--- config.mk ---
export PLATFORM = sky130hd
export DESIGN_NAME = utf8_to_counted_utf16_core
export DESIGN_NICKNAME = d
export VERILOG_FILES = /design/src/rtl/core/u8u16_pkg.sv /design/src/rtl/core/utf8_to_counted_utf16_core.sv
export SDC_FILE = /design/constraint.sdc
export NUM_CORES = 1
export LEC_CHECK = 0
export BUFFER_PORTS_ARGS = -buffer_cell sky130_fd_sc_hd__buf_2
export CAP_MARGIN = 25
export CELL_PAD_IN_SITES_DETAIL_PLACEMENT = 1
export CELL_PAD_IN_SITES_GLOBAL_PLACEMENT = 2
export CORE_UTILIZATION = 39
export DETAILED_ROUTE_END_ITERATION = 7
export PLACE_DENSITY = 0.83
export SLEW_MARGIN = 20
export SYNTH_ARGS = -nofsm -noshare
export SYNTH_HDL_FRONTEND = slang
export SYNTH_SLANG_ARGS = --single-unit
--- constraint.sdc ---
create_clock -name aclk -period 9.68 [get_ports aclk]
set_input_delay 0.968 -clock aclk [delete_from_list [all_inputs] [get_ports aclk]]
set_output_delay 0.968 -clock aclk [all_outputs]
set_load 0.005 [all_outputs]
--- src/rtl/core/u8u16_pkg.sv ---
// Shared types and constants for the UTF-8 to counted UTF-16 transcoder.
package u8u16_pkg;

    typedef logic [7:0]  byte_t;
    typedef logic [15:0] unit_t;
    typedef logic [20:0] cp_t;

    // Unit limit handling
    localparam byte_t LIMIT_RESET = 8'd254;
    localparam byte_t LIMIT_CAP   = 8'd254;

    // Code unit constants
    localparam unit_t REPL_UNIT    = 16'h003F;
    localparam unit_t TERM_UNIT    = 16'h0000;
    localparam unit_t HI_SURR_BASE = 16'hD800;
    localparam unit_t LO_SURR_BASE = 16'hDC00;
    localparam unit_t SURR_LAST    = 16'hDFFF;
    localparam unit_t MIN_CP3      = 16'h0800;
    localparam logic [10:0] MIN_CP2 = 11'h080;
    localparam byte_t CTRL_LIMIT   = 8'h20;

    // Code point range for four-byte forms
    localparam cp_t SUPP_BASE = 21'h010000;
    localparam cp_t CP_MAX    = 21'h10FFFF;

    // Expected sequence length codes
    localparam logic [2:0] SEQ_NONE = 3'd0;
    localparam logic [2:0] SEQ_2    = 3'd2;
    localparam logic [2:0] SEQ_3    = 3'd3;
    localparam logic [2:0] SEQ_4    = 3'd4;

endpackage

--- src/rtl/core/utf8_to_counted_utf16_core.sv ---
// UTF-8 to counted UTF-16 transcoder: top level.
//
// Takes one UTF-8 byte per item and returns UTF-16 code units; a zero byte
// closes the string with a terminator item carrying units+1 (or a single
// empty-string item with unit_valid low and count 0). Each accepted byte sits
// in an input register, is decoded combinationally against the pending
// sequence state, and its zero to four results are loaded together into a
// four-entry result register that drains one item per cycle while m_ready
// is high. Input rate is one byte per cycle while each byte yields at most
// one result and m_ready is high; a byte that yields more results holds the
// result register until they drain, so the next byte waits for them.
// The unit limit is written through cfg_wr_en/cfg_wr_data and resets to 254;
// values above 254 act as 254.
module utf8_to_counted_utf16_core (
    input  logic              aclk,
    input  logic              aresetn,
    input  logic              cfg_wr_en,
    input  u8u16_pkg::byte_t  cfg_wr_data,
    input  logic              s_valid,
    output logic              s_ready,
    input  u8u16_pkg::byte_t  s_text_byte,
    output logic              m_valid,
    input  logic              m_ready,
    output u8u16_pkg::unit_t  m_code_unit,
    output logic              m_unit_valid,
    output logic              m_end_of_string,
    output u8u16_pkg::byte_t  m_char_count,
    output logic              m_last_of_run
);
    import u8u16_pkg::*;

    // Configuration
    byte_t       limit_reg;
    logic [8:0]  lim9;

    // Input register
    logic        in_valid_reg;
    byte_t       in_byte_reg;

    // Decoder state
    byte_t       pend_reg [3];
    logic [1:0]  pend_cnt_reg, pend_cnt_next;
    logic [2:0]  seq_len_reg, seq_len_next;
    byte_t       units_reg, units_next;
    logic        stopped_reg, stopped_next;
    logic        pend_wr_en;
    logic [1:0]  pend_wr_idx;

    // Result register
    unit_t       unit_reg [4];
    logic [2:0]  buf_cnt_reg;
    logic        end_reg;
    logic        end_valid_reg;
    byte_t       end_count_reg;

    // Decode signals
    byte_t       b;
    logic        is_zero, is_cont, do_flush, at_end, empty_str;
    logic [1:0]  flush_n, tail_n;
    logic [8:0]  u_f, u_acc;
    logic        st_f;
    unit_t       tail0, tail1;
    logic        tail_end, tail_end_valid;
    byte_t       tail_end_count;
    logic [2:0]  n_total;
    unit_t       unit_load [4];
    cp_t         cp4, cp_off;
    logic [10:0] cp2;
    unit_t       cp3;
    logic        can_load, adv, pop;

    assign lim9 = {1'b0, (limit_reg > LIMIT_CAP) ? LIMIT_CAP : limit_reg};

    // Handshake: the input register moves when the result register frees up
    assign can_load = (buf_cnt_reg == 3'd0) || ((buf_cnt_reg == 3'd1) && m_ready);
    assign adv      = in_valid_reg && can_load;
    assign pop      = (buf_cnt_reg != 3'd0) && m_ready;
    assign s_ready  = !in_valid_reg || can_load;

    assign b       = in_byte_reg;
    assign is_zero = (b == 8'd0);
    assign is_cont = (b[7:6] == 2'b10);
    assign cp4     = {pend_reg[0][2:0], pend_reg[1][5:0], pend_reg[2][5:0], b[5:0]};
    assign cp_off  = cp4 - SUPP_BASE;
    assign cp2     = {pend_reg[0][4:0], b[5:0]};
    assign cp3     = {pend_reg[0][3:0], pend_reg[1][5:0], b[5:0]};

    // Broken sequence: lead and each held continuation byte become '?', up to the limit
    always_comb begin
        do_flush = (pend_cnt_reg != 2'd0) && !stopped_reg && (is_zero || !is_cont);
        flush_n  = 2'd0;
        u_f      = {1'b0, units_reg};
        st_f     = stopped_reg;
        if (do_flush) begin
            flush_n = 2'd1;
            u_f     = {1'b0, units_reg} + 9'd1;
            st_f    = 1'b0;
            if (pend_cnt_reg >= 2'd2) begin
                if (u_f >= lim9) begin
                    st_f = 1'b1;
                end else begin
                    flush_n = 2'd2;
                    u_f     = u_f + 9'd1;
                end
            end
            if ((pend_cnt_reg == 2'd3) && !st_f) begin
                if (u_f >= lim9) begin
                    st_f = 1'b1;
                end else begin
                    flush_n = 2'd3;
                    u_f     = u_f + 9'd1;
                end
            end
        end
    end

    // Decode the current byte after any flush
    always_comb begin
        tail_n         = 2'd0;
        tail0          = REPL_UNIT;
        tail1          = REPL_UNIT;
        tail_end       = 1'b0;
        tail_end_valid = 1'b0;
        tail_end_count = 8'd0;
        empty_str      = (units_reg == 8'd0) && (pend_cnt_reg == 2'd0) && !stopped_reg;
        u_acc          = u_f;
        stopped_next   = st_f;
        pend_cnt_next  = do_flush ? 2'd0 : pend_cnt_reg;
        seq_len_next   = do_flush ? SEQ_NONE : seq_len_reg;
        pend_wr_en     = 1'b0;
        pend_wr_idx    = 2'd0;
        if (is_zero) begin
            // Close the string and clear all string state
            tail_n         = 2'd1;
            tail0          = TERM_UNIT;
            tail_end       = 1'b1;
            tail_end_valid = !empty_str;
            tail_end_count = empty_str ? 8'd0 : (u_f[7:0] + 8'd1);
            u_acc          = 9'd0;
            stopped_next   = 1'b0;
            pend_cnt_next  = 2'd0;
            seq_len_next   = SEQ_NONE;
        end else if (st_f) begin
            // Drop bytes until the string ends
        end else if (!do_flush && (pend_cnt_reg != 2'd0)) begin
            if (({1'b0, pend_cnt_reg} + 3'd1) >= seq_len_reg) begin
                pend_cnt_next = 2'd0;
                seq_len_next  = SEQ_NONE;
                case (seq_len_reg)
                    SEQ_4: begin
                        if ((cp4 < SUPP_BASE) || (cp4 > CP_MAX)) begin
                            tail_n = 2'd1;
                            u_acc  = u_f + 9'd1;
                        end else if ((u_f + 9'd2) > lim9) begin
                            stopped_next = 1'b1;
                        end else begin
                            tail_n = 2'd2;
                            tail0  = HI_SURR_BASE + {6'd0, cp_off[19:10]};
                            tail1  = LO_SURR_BASE + {6'd0, cp_off[9:0]};
                            u_acc  = u_f + 9'd2;
                        end
                    end
                    SEQ_2: begin
                        tail_n = 2'd1;
                        tail0  = (cp2 < MIN_CP2) ? REPL_UNIT : {5'd0, cp2};
                        u_acc  = u_f + 9'd1;
                    end
                    default: begin
                        tail_n = 2'd1;
                        tail0  = ((cp3 < MIN_CP3) ||
                                  ((cp3 >= HI_SURR_BASE) && (cp3 <= SURR_LAST)))
                                 ? REPL_UNIT : cp3;
                        u_acc  = u_f + 9'd1;
                    end
                endcase
            end else begin
                // Hold the continuation byte
                pend_wr_en    = 1'b1;
                pend_wr_idx   = pend_cnt_reg;
                pend_cnt_next = pend_cnt_reg + 2'd1;
            end
        end else begin
            // Start a new character
            if (u_f >= lim9) begin
                stopped_next = 1'b1;
            end else if (!b[7]) begin
                tail_n = 2'd1;
                tail0  = (b < CTRL_LIMIT) ? REPL_UNIT : {8'd0, b};
                u_acc  = u_f + 9'd1;
            end else if (b[7:5] == 3'b110) begin
                pend_wr_en    = 1'b1;
                pend_cnt_next = 2'd1;
                seq_len_next  = SEQ_2;
            end else if (b[7:4] == 4'b1110) begin
                pend_wr_en    = 1'b1;
                pend_cnt_next = 2'd1;
                seq_len_next  = SEQ_3;
            end else if (b[7:3] == 5'b11110) begin
                pend_wr_en    = 1'b1;
                pend_cnt_next = 2'd1;
                seq_len_next  = SEQ_4;
            end else begin
                tail_n = 2'd1;
                u_acc  = u_f + 9'd1;
            end
        end
        units_next = u_acc[7:0];
    end

    // Line up flush replacements ahead of the byte's own units
    always_comb begin
        n_total = {1'b0, flush_n} + {1'b0, tail_n};
        for (int i = 0; i < 4; i++) begin
            if (2'(i) < flush_n) begin
                unit_load[i] = REPL_UNIT;
            end else if (2'(i) == flush_n) begin
                unit_load[i] = tail0;
            end else begin
                unit_load[i] = tail1;
            end
        end
    end

    // Configuration, input register and decoder state
    always_ff @(posedge aclk) begin
        if (!aresetn) begin
            limit_reg    <= LIMIT_RESET;
            in_valid_reg <= 1'b0;
            pend_cnt_reg <= 2'd0;
            seq_len_reg  <= SEQ_NONE;
            units_reg    <= 8'd0;
            stopped_reg  <= 1'b0;
        end else begin
            if (cfg_wr_en) begin
                limit_reg <= cfg_wr_data;
            end
            if (s_valid && s_ready) begin
                in_valid_reg <= 1'b1;
            end else if (adv) begin
                in_valid_reg <= 1'b0;
            end
            if (adv) begin
                pend_cnt_reg <= pend_cnt_next;
                seq_len_reg  <= seq_len_next;
                units_reg    <= units_next;
                stopped_reg  <= stopped_next;
            end
        end
    end

    // Payload registers
    always_ff @(posedge aclk) begin
        if (s_valid && s_ready) begin
            in_byte_reg <= s_text_byte;
        end
        if (adv && pend_wr_en) begin
            pend_reg[pend_wr_idx] <= b;
        end
    end

    // Result register: load a run, then shift one item out per handshake
    always_ff @(posedge aclk) begin
        if (!aresetn) begin
            buf_cnt_reg <= 3'd0;
        end else if (adv) begin
            buf_cnt_reg <= n_total;
        end else if (pop) begin
            buf_cnt_reg <= buf_cnt_reg - 3'd1;
        end
    end

    always_ff @(posedge aclk) begin
        if (adv) begin
            for (int i = 0; i < 4; i++) begin
                unit_reg[i] <= unit_load[i];
            end
            end_reg       <= tail_end;
            end_valid_reg <= tail_end_valid;
            end_count_reg <= tail_end_count;
        end else if (pop) begin
            for (int i = 0; i < 3; i++) begin
                unit_reg[i] <= unit_reg[i + 1];
            end
        end
    end

    // Drive the result channel
    assign at_end          = (buf_cnt_reg == 3'd1) && end_reg;
    assign m_valid         = (buf_cnt_reg != 3'd0);
    assign m_code_unit     = unit_reg[0];
    assign m_last_of_run   = (buf_cnt_reg == 3'd1);
    assign m_end_of_string = at_end;
    assign m_unit_valid    = at_end ? end_valid_reg : 1'b1;
    assign m_char_count    = at_end ? end_count_reg : 8'd0;

endmodule

# Word level (Yosys, flattened, before mapping)
# Memory sizes are Yosys's and may differ from the RTL's.
# Index checks and enable logic that the tools add are counted.
op_classes:
  add_sub_neg: 13
  order_cmp: 18
  eq_ne: 11
  muxes: 127
  bitwise_logic: 4
  reduce_logical: 34
ops:
  columns: ["cell", "count"]
  rows:
  - ["16-bit 2-to-1 mux", 25]
  - ["8-bit 2-to-1 mux", 14]
  - ["9-bit 2-to-1 mux", 6]
  - ["2-bit 2-to-1 mux", 26]
  - ["1-bit 2-to-1 mux", 39]
  - ["3-bit 2-to-1 mux", 12]
  - ["15-bit by 11-bit adder with 16-bit output, first input constant", 2]
  - ["16-bit case mux with 2 select lines", 1]
  - ["9-bit by 8-bit greater-or-equal comparator with 1-bit output", 3]
  - ["21-bit > comparator, second input constant", 1]
  - ["21-bit by 17-bit less-than comparator with 1-bit output, second input constant", 1]
  - ["7-bit 2-to-1 mux", 3]
  - ["20-bit by 17-bit subtractor with 20-bit output, second input constant", 1]
  - ["9-bit by 1-bit adder with 9-bit output, second input constant", 2]
  - ["8-bit by 1-bit adder with 8-bit output, second input constant", 2]
  - ["16-bit greater-or-equal comparator, second input constant", 1]
  - ["16-bit <= comparator, second input constant", 1]
  - ["8-bit zero test", 2]
  - ["16-bit by 12-bit less-than comparator with 1-bit output, second input constant", 1]
  - ["1-bit logical AND", 13]
  - ["11-bit by 8-bit less-than comparator with 1-bit output, second input constant", 1]
  - ["11-bit 2-to-1 mux", 1]
  - ["8-bit by 1-bit adder with 9-bit output, second input constant", 1]
  - ["9-bit by 2-bit adder with 9-bit output, second input constant", 1]
  - ["28 further kinds", 47]
totals:
  reg_bits: 44
  ramBits: 88
  output_inout_bits: 29
  n_memories: 2
mem_list:
  columns: ["memory", "words", "word_bits", "read_ports", "rd_clocked_by_memory_dff", "write_ports", "line", "rtl"]
  rows:
  - ["unit_reg", 4, 16, 4, 0, 4, "utf8_to_counted_utf16_core.sv:50", "unit_t unit_reg [4];"]
  - ["pend_reg", 3, 8, 3, 0, 1, "utf8_to_counted_utf16_core.sv:41", "byte_t pend_reg [3];"]

# Longest topological paths before layout
logic_depth:
  ltp_word: 22
  mapped_depth: 44

# Least setup slack after synthesis
# OpenSTA, ideal clock, no wires.
synth_timing:
  path_type: "register to register"
  start: "register units_reg[0]"
  end: "register buf_cnt_reg[1]"
  setup_time_ns: 0.117
  t_arrival_ns: 8.559
  required_ns: 9.563
  setup_slack_ns: 1.004
  stages_incl_launch_ff: 40
  path_buffers: 0
  period_less_slack_ns: 8.676
  path_cell_list: "dfxtp_1 -> ha_1 -> nand3_2 -> nor2_1 -> xnor2_1 -> inv_1 -> ha_1 -> a21o_1 -> a21oi_1 -> o211ai_2 -> or3_1 -> xor2_1 -> inv_1 -> ha_1 -> a2111oi_1 -> a21oi_1 -> or4_4 -> a31o_2 -> [4 not listed] -> ha_1 -> nand2b_1 -> a21o_1 -> a21o_1 -> a21o_1 -> a21o_1 -> a21oi_1 -> o211ai_1 -> a31o_2 -> o32ai_1 -> nand2_1 -> nand2_1 -> ha_1 -> inv_1 -> fa_1 -> nand2_1 -> a31oi_1 -> nor2b_1"
synth_via:
  elab_chain_len: 20
synth_rtl:
  columns: ["item", "line", "rtl"]
  rows:
  - ["from (decl)", "utf8_to_counted_utf16_core.sv:44", "byte_t units_reg, units_next;"]
  - ["from (signal assigned)", "utf8_to_counted_utf16_core.sv:245", "units_reg <= units_next;"]
  - ["8-bit by 1-bit adder with 9-bit output", "utf8_to_counted_utf16_core.sv:96", "u_f = {1'b0, units_reg} + 9'd1;"]
  - ["9-bit by 1-bit adder with 9-bit output or 9-bit by 8-bit greater-or-equal comparator with 1-bit output (tied branches)", "utf8_to_counted_utf16_core.sv:103, utf8_to_counted_utf16_core.sv:99", null]
  - ["9-bit 2-to-1 mux or 1-bit 2-to-1 mux (tied branches)", "utf8_to_counted_utf16_core.sv:99", "if (u_f >= lim9) begin"]
  - ["9-bit 2-to-1 mux or 1-bit 2-to-1 mux (tied branches)", "utf8_to_counted_utf16_core.sv:98", "if (pend_cnt_reg >= 2'd2) begin"]
  - ["9-bit 2-to-1 mux or 1-bit 2-to-1 mux (tied branches)", "utf8_to_counted_utf16_core.sv:94", "if (do_flush) begin"]
  - ["9-bit by 1-bit adder with 9-bit output (tied with other cells)", "utf8_to_counted_utf16_core.sv:111", "u_f = u_f + 9'd1;"]
  - ["9-bit 2-to-1 mux or 1-bit logical AND (tied branches)", "utf8_to_counted_utf16_core.sv:107, utf8_to_counted_utf16_core.sv:106", null]
  - ["9-bit 2-to-1 mux", "utf8_to_counted_utf16_core.sv:106", "if ((pend_cnt_reg == 2'd3) && !st_f) begin"]
  - ["[4 not listed]", null, null]
  - ["2-bit 2-to-1 mux", "utf8_to_counted_utf16_core.sv:151", "if ((cp4 < SUPP_BASE) || (cp4 > CP_MAX)) begin"]
  - ["2-bit 2-to-1 mux", "utf8_to_counted_utf16_core.sv:149", "case (seq_len_reg)"]
  - ["2-bit 2-to-1 mux", "utf8_to_counted_utf16_core.sv:146", "if (({1'b0, pend_cnt_reg} + 3'd1) >= seq_len_reg) begin"]
  - ["2-bit 2-to-1 mux", "utf8_to_counted_utf16_core.sv:145", "end else if (!do_flush && (pend_cnt_reg != 2'd0)) begin"]
  - ["2-bit 2-to-1 mux", "utf8_to_counted_utf16_core.sv:143", "end else if (st_f) begin"]
  - ["2-bit 2-to-1 mux", "utf8_to_counted_utf16_core.sv:132", "if (is_zero) begin"]
  - ["2-bit by 2-bit adder with 3-bit output *", "utf8_to_counted_utf16_core.sv:212", "n_total = {1'b0, flush_n} + {1'b0, tail_n};"]
  - ["3-bit 2-to-1 mux *", "utf8_to_counted_utf16_core.sv:265", "end else if (adv) begin"]
  - ["to (signal assigned)", "utf8_to_counted_utf16_core.sv:266", "buf_cnt_reg <= n_total;"]
  - ["to (signal assigned)", "utf8_to_counted_utf16_core.sv:268", "buf_cnt_reg <= buf_cnt_reg - 3'd1;"]
  - ["to (decl)", "utf8_to_counted_utf16_core.sv:51", "logic [2:0] buf_cnt_reg;"]
# Mark *: on every way between the ends. The rest lies on a longest branch, timed or not. The select of a mux whose other input is x is not followed.
# A chain may end at the register's enable or synchronous reset.

# Worst setup path in the final report
layout_timing:
  start: "register units_reg[4]"
  end: "register units_reg[3]"
layout_via:
  elab_chain_len: 18
layout_rtl:
  columns: ["item", "line"]
  rows:
  - ["8-bit by 1-bit adder with 9-bit output", "utf8_to_counted_utf16_core.sv:96"]
  - ["9-bit by 1-bit adder with 9-bit output or 9-bit by 8-bit greater-or-equal comparator with 1-bit output (tied branches)", "utf8_to_counted_utf16_core.sv:103, utf8_to_counted_utf16_core.sv:99"]
  - ["9-bit 2-to-1 mux or 1-bit 2-to-1 mux (tied branches)", "utf8_to_counted_utf16_core.sv:99"]
  - ["9-bit 2-to-1 mux or 1-bit 2-to-1 mux (tied branches)", "utf8_to_counted_utf16_core.sv:98"]
  - ["9-bit 2-to-1 mux or 1-bit 2-to-1 mux (tied branches)", "utf8_to_counted_utf16_core.sv:94"]
  - ["9-bit by 1-bit adder with 9-bit output (tied with other cells)", "utf8_to_counted_utf16_core.sv:111"]
  - ["9-bit 2-to-1 mux or 1-bit logical AND (tied branches)", "utf8_to_counted_utf16_core.sv:107, utf8_to_counted_utf16_core.sv:106"]
  - ["9-bit 2-to-1 mux", "utf8_to_counted_utf16_core.sv:106"]
  - ["[2 not listed]", null]
  - ["9-bit by 8-bit > comparator with 1-bit output or 8-bit 2-to-1 mux (tied branches)", "utf8_to_counted_utf16_core.sv:154, utf8_to_counted_utf16_core.sv:198"]
  - ["8-bit 2-to-1 mux, on equally long branches", "utf8_to_counted_utf16_core.sv:154, utf8_to_counted_utf16_core.sv:194"]
  - ["8-bit 2-to-1 mux, on equally long branches", "utf8_to_counted_utf16_core.sv:151, utf8_to_counted_utf16_core.sv:190"]
  - ["8-bit 2-to-1 mux, on equally long branches", null]
  - ["8-bit 2-to-1 mux, on equally long branches", "utf8_to_counted_utf16_core.sv:146, utf8_to_counted_utf16_core.sv:184"]
  - ["8-bit 2-to-1 mux", "utf8_to_counted_utf16_core.sv:145"]
  - ["8-bit 2-to-1 mux *", "utf8_to_counted_utf16_core.sv:143"]
  - ["8-bit 2-to-1 mux *", "utf8_to_counted_utf16_core.sv:132"]
# Marked as above.

==> metrics <==
DIE AREA 22000 sq um; multiplexer share of the synthesized area 0.509%; Syn-to-layout area delta 13.1%; CTS Root Cell clkbuf_16; total gr overflow 0; layout cells sized above 1 15.2%; worst setup margin 0.550 ns; Leak Pwr 3.69 nW; Reg2Reg Launch Point units_reg[4]; vias per cell 5.82; max-cap violations 0; DRT iter0 DRCs 474; Crit path required time 9.96 ns; Final Cycle Share 94.3%; Core Area 21000 sq um; router iterations before antenna repair 5; reg2reg setup slack 0.55 ns; Post-synth top flop edfxtp_1; Total Wirelength 25.7 mm; Post-synth EDFFs 99; Fin Setup TNS 0 ns; I/O Pins 50; main combinational cell family by area after synthesis compound AO/OA/AOI/OAI gates; Netlist cell types 88; Die H 148 um; Placement Setup Slack 0.179 ns; GRT Util Overall 24.0%; XOR/XNOR share of the synthesized area 3.52%; Avg Inst Size Synth 9.23 sq um; ANT nets after route 0; # DRC 0; Synth Net Count 974; first-pass GRT wire length 40.1 mm; Max transition margin 29.5%; Synth top cells by count nand2_1 (117), edfxtp_1 (99), nor2_1 (78), a21oi_1 (55), ha_1 (46); final instance area 9460 sq um; clk buf depth 2; max-slew violation count 0; Mapped Area 8360 sq um; asr flop ratio synth 0%; worst-skew pair later-pin latency 0.44 ns; outcome completed; Final #Nets 1011; placed inst area 8830 sq um; DP Cell Count 1199; vias in the first global route 6980; startpoint types register; biggest fanout along the worst timing path 9; CP most frequent cell ha_1; Critical Path Start units_reg[4]; clk_skew 0.0122 ns; row count 53; GP Congestion 0.899; Initial Util 39.8%; largest cells by area after synthesis edfxtp_1 (36%), ha_1 (6.9%), dfxtp_1 (6.2%); largest net degree at the start of global routing 32; top cell type's share of synthesized area 35.6%; Reg clk slew, reported paths 0.06 ns; Post-Synthesis Cells 906; WP data arrival 9.41 ns; non-filler instance count after layout 1230; R2R cell count 37; Worst-Margin Slew 1.05 ns; most common cell in the netlist nand2_1; antenna cells 0; WL/cell 20.9 um; antenna violations before repair 1; final setup violation count 0; CTS Sinks 125; pwr dens 200 nW/um^2; critical path's slowest cell or4_4; end point of the critical path units_reg[3]; Filler Cell Count 2418; Post-DP HPWL 18.8 mm; Critical R2R Capture units_reg[3]; Synth Area in Simple Gates 20.3%; flops & latches, synth 125; crit end category register; Crit Path Class reg -> reg; CTS buffer count 17; Via Count 7155; Die Wd 148 um; slowest cell delay on critical path 0.56 ns; Synth Area in Adders 7.38%; Seq/Total Area, Yosys 41.8%; final hold vios 0; CTS tree built; Yosys Warn Count 0; worst vdd ir 145 uV; # hold bufs at CTS 0; area leader, netlist edfxtp_1; Hold Path Depth 2; crit path time final 9.13 ns; Max Fclk 110 MHz; Port Buffer Count 49; RSZ-0062 raised after global routing no; Synth Area in Compound Gates 20.6%; H-tree depth 4; max reg flops 64; HP Class reg -> reg
-- how the worst min path moves through the flow --
stage	from	end	slack, ns
global route	unit_reg[0][58]	unit_reg[0][42]	0.54
floorplan	b[5]	pend_reg[1][5]	0.44
global placement	unit_reg[0][57]	unit_reg[0][41]	0.49
detailed placement	unit_reg[0][55]	unit_reg[0][39]	0.50
CTS	unit_reg[0][55]	unit_reg[0][39]	0.52
finish	unit_reg[0][55]	unit_reg[0][39]	0.52
-- repair_timing --
action	in CTS	in global routing
setup endpoints to repair	0	65
setup buffers	0	0
resized for setup	0	16
-- cell families after synthesis --
| group | Yosys count |
|---|---|
| AO/OA/AOI/OAI | 242 |
| XOR/XNOR | 32 |
| adder cells (fa/ha/maj) | 49 |
| buffers and inverters | 104 |
| flip-flops | 125 |
| multiplexers | 4 |
| other | 1 |
| AND/OR/NAND/NOR | 349 |
-- placed cells by master, fill, tap and decap left out, types with 17 or more instances in the layout --
cell,Yosys,final
nand2_1,117,117
nor2_1,78,78
clkbuf_16,0,17
nand3_1,25,25
nor3_1,21,20
ha_1,46,45
buf_4,19,25
a21oi_1,55,54
buf_2,5,49
o21ai_0,29,29
dfxtp_1,26,22
edfxtp_1,99,99
xnor2_1,25,22
inv_1,45,45
and2_1,19,19
-- report_power, final --
part / total [mW] / switching (mW) / internal, mW
clock network: 0.616 / 0.265 / 0.351
registers: 0.767 / 0.0483 / 0.719
logic: 0.508 / 0.338 / 0.170
-- metal layers --
layer	vias to the layer above	track usage [%]	part of all wire, %
met5	-	0	0
met4	0	5.72	0.84
met3	17	4.57	5.0
met2	168	35.0	44
met1	3555	36.2	51
li1	3415	-	-
-- worst max-delay path, delay by kind of cell (launching register included) --
family	cells	cell delay, ns
fa+ha+maj	4	1.27
flops	1	0.46
simple gates	12	2.81
compound gates	14	3.22
buf+inv	4	0.62
xor+xnor	3	0.57
-- metrics by stage --
step	util (%)	power (mW)	hold slack [ns]
after floorplan	-	1.12	0.443
after global placement	42.0	1.27	0.487
after detailed placement	42.0	1.28	0.502
after CTS	44.6	1.90	0.519
after global routing	45.0	1.99	0.541
final	45.0	1.89	0.516
-- layout make-up --
cell class	count	area [sq um]	area share (%)
clock buffer	17	425	4.50
clock inverter	14	120	1.27
inverter	48	180	1.91
multi-input combinational	677	4450	47.1
sequential	125	3500	37.0
tap	275	344	3.64
timing repair buffer	74	433	4.58
Power figures use the tool's default switching activity.
